## src/rtl/b64_pkg.sv

```systemverilog
// ----------------------------------------------------------------------------
// b64_pkg
// Types, constants and alphabet functions shared by the base64 codec.
// ----------------------------------------------------------------------------
package b64_pkg;

    localparam int unsigned MaxResults = 4;
    localparam int unsigned CountW     = 3;

    localparam logic [7:0] PAD_CHAR   = 8'h3D;
    localparam logic       MODE_ENC   = 1'b0;
    localparam logic       MODE_DEC   = 1'b1;

    typedef struct packed {
        logic       ok;
        logic [5:0] val;
    } sextet_t;

    typedef struct packed {
        logic [CountW-1:0]               count;
        logic [MaxResults-1:0][7:0]      data;
    } res_t;

    function automatic logic [7:0] to_char(input logic [5:0] s);
        logic [7:0] c;
        begin
            if (s < 6'd26)
            begin
                c = 8'h41 + {2'b00, s};
            end
            else if (s < 6'd52)
            begin
                c = 8'h61 + {2'b00, s} - 8'd26;
            end
            else if (s < 6'd62)
            begin
                c = 8'h30 + {2'b00, s} - 8'd52;
            end
            else if (s == 6'd62)
            begin
                c = 8'h2B;
            end
            else
            begin
                c = 8'h2F;
            end
            return c;
        end
    endfunction

    function automatic sextet_t to_sextet(input logic [7:0] c);
        sextet_t r;
        logic [7:0] t;
        begin
            r = '0;
            t = '0;
            if (c >= 8'h41 && c <= 8'h5A)
            begin
                t = c - 8'h41;
                r = '{ok: 1'b1, val: t[5:0]};
            end
            else if (c >= 8'h61 && c <= 8'h7A)
            begin
                t = c - 8'h61 + 8'd26;
                r = '{ok: 1'b1, val: t[5:0]};
            end
            else if (c >= 8'h30 && c <= 8'h39)
            begin
                t = c - 8'h30 + 8'd52;
                r = '{ok: 1'b1, val: t[5:0]};
            end
            else if (c == 8'h2B)
            begin
                r = '{ok: 1'b1, val: 6'd62};
            end
            else if (c == 8'h2F)
            begin
                r = '{ok: 1'b1, val: 6'd63};
            end
            return r;
        end
    endfunction

endpackage

```

## src/rtl/b64_if.sv

```systemverilog
// ----------------------------------------------------------------------------
// b64_if
// Valid/ready stream interfaces for the codec input and result channels.
// ----------------------------------------------------------------------------
interface b64_in_if;
    logic       valid;
    logic       ready;
    logic [7:0] in_byte;
    logic       in_last;

    modport source (output valid, output in_byte, output in_last, input ready);
    modport sink   (input valid, input in_byte, input in_last, output ready);
endinterface

interface b64_out_if;
    logic       valid;
    logic       ready;
    logic [7:0] out_byte;
    logic       out_last;

    modport source (output valid, output out_byte, output out_last, input ready);
    modport sink   (input valid, input out_byte, input out_last, output ready);
endinterface

```

## src/rtl/b64_core.sv

```systemverilog
// ----------------------------------------------------------------------------
// b64_core
// Mode register, group state and the single-pass encode/decode logic.
// ----------------------------------------------------------------------------
module b64_core
(
    input  logic          clk,
    input  logic          rst_n,
    input  logic          mode_we,
    input  logic          mode_wdata,
    input  logic          accept,
    input  logic [7:0]    in_byte,
    input  logic          in_last,
    output b64_pkg::res_t res
);
    import b64_pkg::*;

    logic        mode_reg;
    logic [1:0]  pos_reg,  pos_next;
    logic [15:0] held_reg, held_next;
    logic        stop_reg, stop_next;

    logic [23:0] w;
    logic [15:0] h2;
    sextet_t     sx;

    always_comb
    begin
        res       = '0;
        pos_next  = pos_reg;
        held_next = held_reg;
        stop_next = stop_reg;
        w         = {held_reg, in_byte};
        h2        = {held_reg[7:0], in_byte};
        sx        = to_sextet(in_byte);

        if (mode_reg == MODE_ENC)
        begin
            case (pos_reg)
                2'd0:
                begin
                    held_next = {8'h00, in_byte};
                    pos_next  = 2'd1;
                    if (in_last)
                    begin
                        res.count   = CountW'(MaxResults);
                        res.data[0] = to_char(in_byte[7:2]);
                        res.data[1] = to_char({in_byte[1:0], 4'b0000});
                        res.data[2] = PAD_CHAR;
                        res.data[3] = PAD_CHAR;
                    end
                end
                2'd1:
                begin
                    held_next = h2;
                    pos_next  = 2'd2;
                    if (in_last)
                    begin
                        res.count   = CountW'(MaxResults);
                        res.data[0] = to_char(h2[15:10]);
                        res.data[1] = to_char(h2[9:4]);
                        res.data[2] = to_char({h2[3:0], 2'b00});
                        res.data[3] = PAD_CHAR;
                    end
                end
                default:
                begin
                    held_next   = '0;
                    pos_next    = 2'd0;
                    res.count   = CountW'(MaxResults);
                    res.data[0] = to_char(w[23:18]);
                    res.data[1] = to_char(w[17:12]);
                    res.data[2] = to_char(w[11:6]);
                    res.data[3] = to_char(w[5:0]);
                end
            endcase
        end
        else if (!stop_reg)
        begin
            if (!sx.ok)
            begin
                stop_next = 1'b1;
            end
            else
            begin
                case (pos_reg)
                    2'd0:
                    begin
                        held_next = {10'd0, sx.val};
                        pos_next  = 2'd1;
                    end
                    2'd1:
                    begin
                        res.count   = CountW'(1);
                        res.data[0] = {held_reg[5:0], sx.val[5:4]};
                        held_next   = {12'd0, sx.val[3:0]};
                        pos_next    = 2'd2;
                    end
                    2'd2:
                    begin
                        res.count   = CountW'(1);
                        res.data[0] = {held_reg[3:0], sx.val[5:2]};
                        held_next   = {14'd0, sx.val[1:0]};
                        pos_next    = 2'd3;
                    end
                    default:
                    begin
                        res.count   = CountW'(1);
                        res.data[0] = {held_reg[1:0], sx.val};
                        held_next   = '0;
                        pos_next    = 2'd0;
                    end
                endcase
            end
        end

        if (in_last)
        begin
            pos_next  = '0;
            held_next = '0;
            stop_next = 1'b0;
        end
    end

    always_ff @(posedge clk or negedge rst_n)
    begin
        if (!rst_n)
        begin
            mode_reg <= MODE_ENC;
            pos_reg  <= '0;
            held_reg <= '0;
            stop_reg <= 1'b0;
        end
        else if (mode_we)
        begin
            mode_reg <= mode_wdata;
            pos_reg  <= '0;
            held_reg <= '0;
            stop_reg <= 1'b0;
        end
        else if (accept)
        begin
            pos_reg  <= pos_next;
            held_reg <= held_next;
            stop_reg <= stop_next;
        end
    end

endmodule

```

## src/rtl/b64_out_buf.sv

```systemverilog
// ----------------------------------------------------------------------------
// b64_out_buf
// Result register holding up to four bytes, shifted out one per transaction.
// ----------------------------------------------------------------------------
module b64_out_buf
(
    input  logic          clk,
    input  logic          rst_n,
    input  b64_pkg::res_t res,
    input  logic          in_valid,
    output logic          in_ready,
    output logic          out_valid,
    input  logic          out_ready,
    output logic [7:0]    out_byte,
    output logic          out_last
);
    import b64_pkg::*;

    logic [CountW-1:0]          rem_reg,  rem_next;
    logic [MaxResults-1:0][7:0] data_reg, data_next;
    logic                       take;
    logic                       load;

    assign out_valid = (rem_reg != '0);
    assign out_byte  = data_reg[0];
    assign out_last  = (rem_reg == CountW'(1));
    assign take      = out_valid && out_ready;
    assign in_ready  = (rem_reg == '0) || (out_last && out_ready);
    assign load      = in_valid && in_ready;

    always_comb
    begin
        rem_next  = rem_reg;
        data_next = data_reg;
        if (load)
        begin
            rem_next  = res.count;
            data_next = res.data;
        end
        else if (take)
        begin
            rem_next = rem_reg - CountW'(1);
            for (int i = 0; i < MaxResults - 1; i++)
            begin
                data_next[i] = data_reg[i + 1];
            end
            data_next[MaxResults-1] = '0;
        end
    end

    always_ff @(posedge clk or negedge rst_n)
    begin
        if (!rst_n)
        begin
            rem_reg <= '0;
        end
        else
        begin
            rem_reg <= rem_next;
        end
    end

    always_ff @(posedge clk)
    begin
        data_reg <= data_next;
    end

endmodule

```

## src/rtl/base64_stream_codec.sv

```systemverilog
// ----------------------------------------------------------------------------
// base64_stream_codec
// Streaming base64 encoder and decoder with a standard alphabet and padding.
// ----------------------------------------------------------------------------
// Channel   Direction  Payload              Handshake
// in_ch     sink       in_byte, in_last     valid / ready
// out_ch    source     out_byte, out_last   valid / ready
// mode      write      mode_wdata           mode_we
//
// An input transaction is processed in the cycle it is accepted and its
// results appear on out_ch in the next cycle, one per cycle while it is ready.
// A new input is taken whenever the result register is empty or its last
// result leaves in the same cycle, so the output port sets the pace: decode
// runs at one byte per cycle and encode takes no byte while a group's four
// results wait. Reset sets encode mode, clears group state; no clearing pass.
// ----------------------------------------------------------------------------
module base64_stream_codec
(
    input  logic      clk,
    input  logic      rst_n,
    input  logic      mode_we,
    input  logic      mode_wdata,
    b64_in_if.sink    in_ch,
    b64_out_if.source out_ch
);
    import b64_pkg::*;

    res_t res;
    logic accept;

    assign accept = in_ch.valid && in_ch.ready;

    b64_core u_core
    (
        .clk        (clk),
        .rst_n      (rst_n),
        .mode_we    (mode_we),
        .mode_wdata (mode_wdata),
        .accept     (accept),
        .in_byte    (in_ch.in_byte),
        .in_last    (in_ch.in_last),
        .res        (res)
    );

    b64_out_buf u_out_buf
    (
        .clk       (clk),
        .rst_n     (rst_n),
        .res       (res),
        .in_valid  (in_ch.valid),
        .in_ready  (in_ch.ready),
        .out_valid (out_ch.valid),
        .out_ready (out_ch.ready),
        .out_byte  (out_ch.out_byte),
        .out_last  (out_ch.out_last)
    );

endmodule

```

## src/flat_wrapper.sv

```systemverilog
// flat-port wrapper written by rule: the top's interface ports become plain ports
module base64_stream_codec_flat import b64_pkg::*;
  (clk, rst_n, mode_we, mode_wdata, in_ch_valid, in_ch_in_byte, in_ch_in_last, in_ch_ready, out_ch_valid, out_ch_out_byte, out_ch_out_last, out_ch_ready);
  b64_in_if in_ch_i ();
  b64_out_if out_ch_i ();
  input  logic clk;
  input  logic rst_n;
  input  logic mode_we;
  input  logic mode_wdata;
  input wire logic [$bits(in_ch_i.valid)-1:0] in_ch_valid;
  input wire logic [$bits(in_ch_i.in_byte)-1:0] in_ch_in_byte;
  input wire logic [$bits(in_ch_i.in_last)-1:0] in_ch_in_last;
  output wire logic [$bits(in_ch_i.ready)-1:0] in_ch_ready;
  output wire logic [$bits(out_ch_i.valid)-1:0] out_ch_valid;
  output wire logic [$bits(out_ch_i.out_byte)-1:0] out_ch_out_byte;
  output wire logic [$bits(out_ch_i.out_last)-1:0] out_ch_out_last;
  input wire logic [$bits(out_ch_i.ready)-1:0] out_ch_ready;
  assign in_ch_i.valid = in_ch_valid;
  assign in_ch_i.in_byte = in_ch_in_byte;
  assign in_ch_i.in_last = in_ch_in_last;
  assign in_ch_ready = in_ch_i.ready;
  assign out_ch_valid = out_ch_i.valid;
  assign out_ch_out_byte = out_ch_i.out_byte;
  assign out_ch_out_last = out_ch_i.out_last;
  assign out_ch_i.ready = out_ch_ready;
  base64_stream_codec u_core (.clk(clk), .rst_n(rst_n), .mode_we(mode_we), .mode_wdata(mode_wdata), .in_ch(in_ch_i), .out_ch(out_ch_i));
endmodule
```

## config.mk

```make
export PLATFORM = sky130hd
export DESIGN_NAME = base64_stream_codec_flat
export DESIGN_NICKNAME = d
export VERILOG_FILES = /design/src/rtl/b64_pkg.sv /design/src/rtl/b64_if.sv /design/src/rtl/b64_core.sv /design/src/rtl/b64_out_buf.sv /design/src/rtl/base64_stream_codec.sv /design/src/flat_wrapper.sv
export SDC_FILE = /design/constraint.sdc
export NUM_CORES = 1
export LEC_CHECK = 0
export ABC_AREA = 1
export BUFFER_PORTS_ARGS = -buffer_cell sky130_fd_sc_hd__buf_2
export CORE_MARGIN = 2
export CORE_UTILIZATION = 50
export DETAILED_ROUTE_END_ITERATION = 10
export HOLD_SLACK_MARGIN = 0.05
export MAX_ROUTING_LAYER = met4
export PLACE_DENSITY = 0.75
export REMOVE_ABC_BUFFERS = 1
export SLEW_MARGIN = 40
export SYNTH_ARGS = -nofsm -noshare
export SYNTH_HDL_FRONTEND = slang
export SYNTH_SLANG_ARGS = --single-unit
```

## constraint.sdc

```tcl
create_clock -name clk -period 5.55 [get_ports clk]
set_input_delay 0.555 -clock clk [delete_from_list [all_inputs] [get_ports clk]]
set_output_delay 0.555 -clock clk [all_outputs]
set_load 0.02 [all_outputs]
```

==> metrics.yaml <==
sta:
  worst_slew_pin_slew_ns: 0.842
  final-hold-violation-count: 0
  period_share: 0.638
  finClkSkew_ns: 0.00932
  min_period_ns: 3.54
  timing.hold.ws_ns: 0.239
  timing.fmax_mhz: 282
  relSlewSlack: 0.435
  fin_tns_setup_ns: 0
  grt_setup_unrepaired: "false"
  fin_ws_ns: 2.01
  finalSetupViolations: 0
  drv_slew: 0
layout:
  final_layout_size_suffix_gt1_frac: 0.0683
  final_area_sq_um: 6640
  multi_input_area_sq_um: 4160
  mostFrequentLayoutCell: "nand2_1"
  diodes: 0
  largest_reg_flops: 24
  area_delta_synth_final_pct: 3.98
  fin_util: 0.528
  nFillCells: 1322
  nNetsFinal: 1029
  register_area_sq_um: 1540
  final_cell_mix: "nand2_1 (249), inv_1 (104), o21ai_0 (84)"
floorplanning:
  rows: 41
  die_y_um: 117
  dieArea_sq_um: 13700
  io_pins: 26
  die_w_um: 117
  start_util: 0.508
  core_sq_um: 12600
critical_path:
  cp_data_arrival_time_ns: 3.58
  critical_path.max_fanout: 24
  cp_slowest_stage_delay_ns: 0.89
  worst_path_max_delay_cell: "clkinv_1"
  cp-start-kind: "flop"
  cp-startpoint: "u_core.u_core.pos_reg[1]"
  cp_cell_sequence: "inv_1 > ha_1 > nor2_2 > clkinv_1 > a2111oi_0 > o21ai_0"
  r2r-start: "u_core.u_core.pos_reg[1]"
  cp-end-kind: "flop"
  crit_family: "buffers and inverters"
  path_buf_inv: 2
  worstPathRequired_ns: 5.59
  crit_type: "reg2reg"
synthesis:
  synth_seq_area_share: 0.241
  syn_avg_cell_area_sq_um: 6.54
  synthDistinctLibCells: 51
  syn_inst: 976
  async_flop_share: 0.418
  synth_top_cell_area_share: 0.150
  yosysWarnings: 0
  netlist_area_sq_um: 6390
  yosysTopAreaCell: "edfxtp_1"
  synth_flop_cell: "edfxtp_1"
  synthTopCellsByArea: "edfxtp_1 (15%), nand2_1 (15%), ha_1 (9.6%), dfrtp_1 (9.0%), o21ai_0 (6.6%)"
  ys_seq_elements: 55
  synth_edf_count: 32
power:
  ir_drop_v: 0.000217
  p_leak_nw: 2.99
  p_per_area_nw_per_um2: 296
routing:
  drc: 0
  ant_nets: 0
  vias: 7099
  viasPerCell: 6.24
  drtIter0Drc: 997
  wl_um: 23000
  firstDrtPassIters: 5
  routedWlPerCell_um: 20.2
cts:
  numCtsBuffers: 5
  ctsResizeCount: 0
  clockBufferDepth: 2
  hold_buffers: 0
  cts.sinks: 55
  clk_latency_ns: 0.31
  postCtsSetupRepairBufs: 0
  htreeDepth: 2
  cts_root_buf: "clkbuf_16"
  clkTransAtPathRegs_ns: 0.08
  cts_tree: "yes"
global_route:
  grtUsageTotal: 0.354
  antenna_found_initial: 0
  grt_pass1_vias: 6282
  grt_pass1_wl_um: 35600
  grt_max_degree: 33
  grt_overflow: 0
placed_design:
  dp_hpwl_um: 17400
  io_buffers: 25
  gp_congestion: 1.08
  post_dp_cell_area_sq_um: 6490
  post-place-ws_ns: 2.26
job:
  maxCapViolCount: 0
status:
  outcome: "completed"
hold_path:
  hold_path_class: "in2async"
cell type report:
class | count | share of cell area
clock buffers | 5 | 0.0188
repair buffers | 28 | 0.0222
well taps | 172 | 0.0324
multi-input cells | 761 | 0.626
inverters | 114 | 0.0648
clock inverters | 3 | 0.00415
flip-flops and latches | 55 | 0.231
through the flow:
step / power (mW) / instances
6_report: 1.97 / 1138
5_1_grt: 2.09 / 1138
4_1_cts: 1.94 / 1138
3_5_place_dp: 1.60 / 1130
3_3_place_gp: 1.59 / 1130
2_1_floorplan: 1.27 / 930
final timing paths:
check / end / slack [ns] / cells after the start
max reg2reg: u_core.u_out_buf.data_reg[17] / 2.01 / 6
max in group asynchronous: u_core.u_core.pos_reg[0] / 4.91 / 1
max: u_core.u_out_buf.data_reg[17] / 2.01 / 6
min: u_core.u_core.held_reg[9] / 0.24 / 1
min in group clk: u_core.u_core.mode_reg / 0.47 / 3
min reg2reg: u_core.u_out_buf.rem_reg[1] / 0.50 / 2
where the power goes:
group | switching [mW] | total, mW | internal, mW
clock network | 0.168 | 0.341 | 0.173
registers | 0.0921 | 0.686 | 0.594
logic | 0.668 | 0.938 | 0.271
total | 0.927 | 1.97 | 1.04
Yosys cell counts, types with 2 or more instances:
cell type,n
buf_1,2
inv_1,105
nor4_1,2
a21oi_1,63
a211oi_1,3
o211ai_1,25
xor2_1,10
ha_1,49
o21ai_2,2
nand2_1,249
buf_2,14
a32oi_1,2
inv_2,4
buf_4,11
clkbuf_1,14
o2111ai_1,3
o221ai_1,5
nand2_4,4
a21oi_2,2
a22oi_1,3
o31ai_1,11
dfrtp_1,23
nand4_1,19
xnor2_1,5
o22ai_1,5
nor2_2,3
o21ai_0,84
buf_6,3
nor2_1,73
nand3_1,78
o311ai_1,2
o21ai_1,7
nand2_2,6
a31oi_1,10
nor3_1,21
clkinv_1,4
o311ai_0,4
nand3_2,2
edfxtp_1,32
worst register-to-register path: cells and delay by family, from the launching register on:
family / cells / cell delay, ns
buf+inv: 2 / 1.00
simple gates: 1 / 0.62
flops: 1 / 0.42
compound gates: 2 / 0.83
fa+ha+maj: 1 / 0.40
logic make-up (layout without fill, tap and decap cells):
kind of cell | after synthesis | in the layout | share of synthesized area
AND/OR/NAND/NOR | 459 | 459 | 0.309
AO/OA/AOI/OAI | 238 | 238 | 0.225
buffers and inverters | 160 | 150 | 0.109
flip-flops | 55 | 55 | 0.241
adder cells (fa/ha/maj) | 49 | 49 | 0.0960
XOR/XNOR | 15 | 15 | 0.0206
routing by layer:
metal | up-vias | global-route usage | part of all wire
met2 | 439 | 0.518 | 0.44
met5 | - | - | 0
met3 | 71 | 0.0566 | 0.099
met4 | 0 | 0.141 | 0.045
li1 | 3303 | - | -
met1 | 3286 | 0.489 | 0.42
Power figures use the tool's default switching activity.
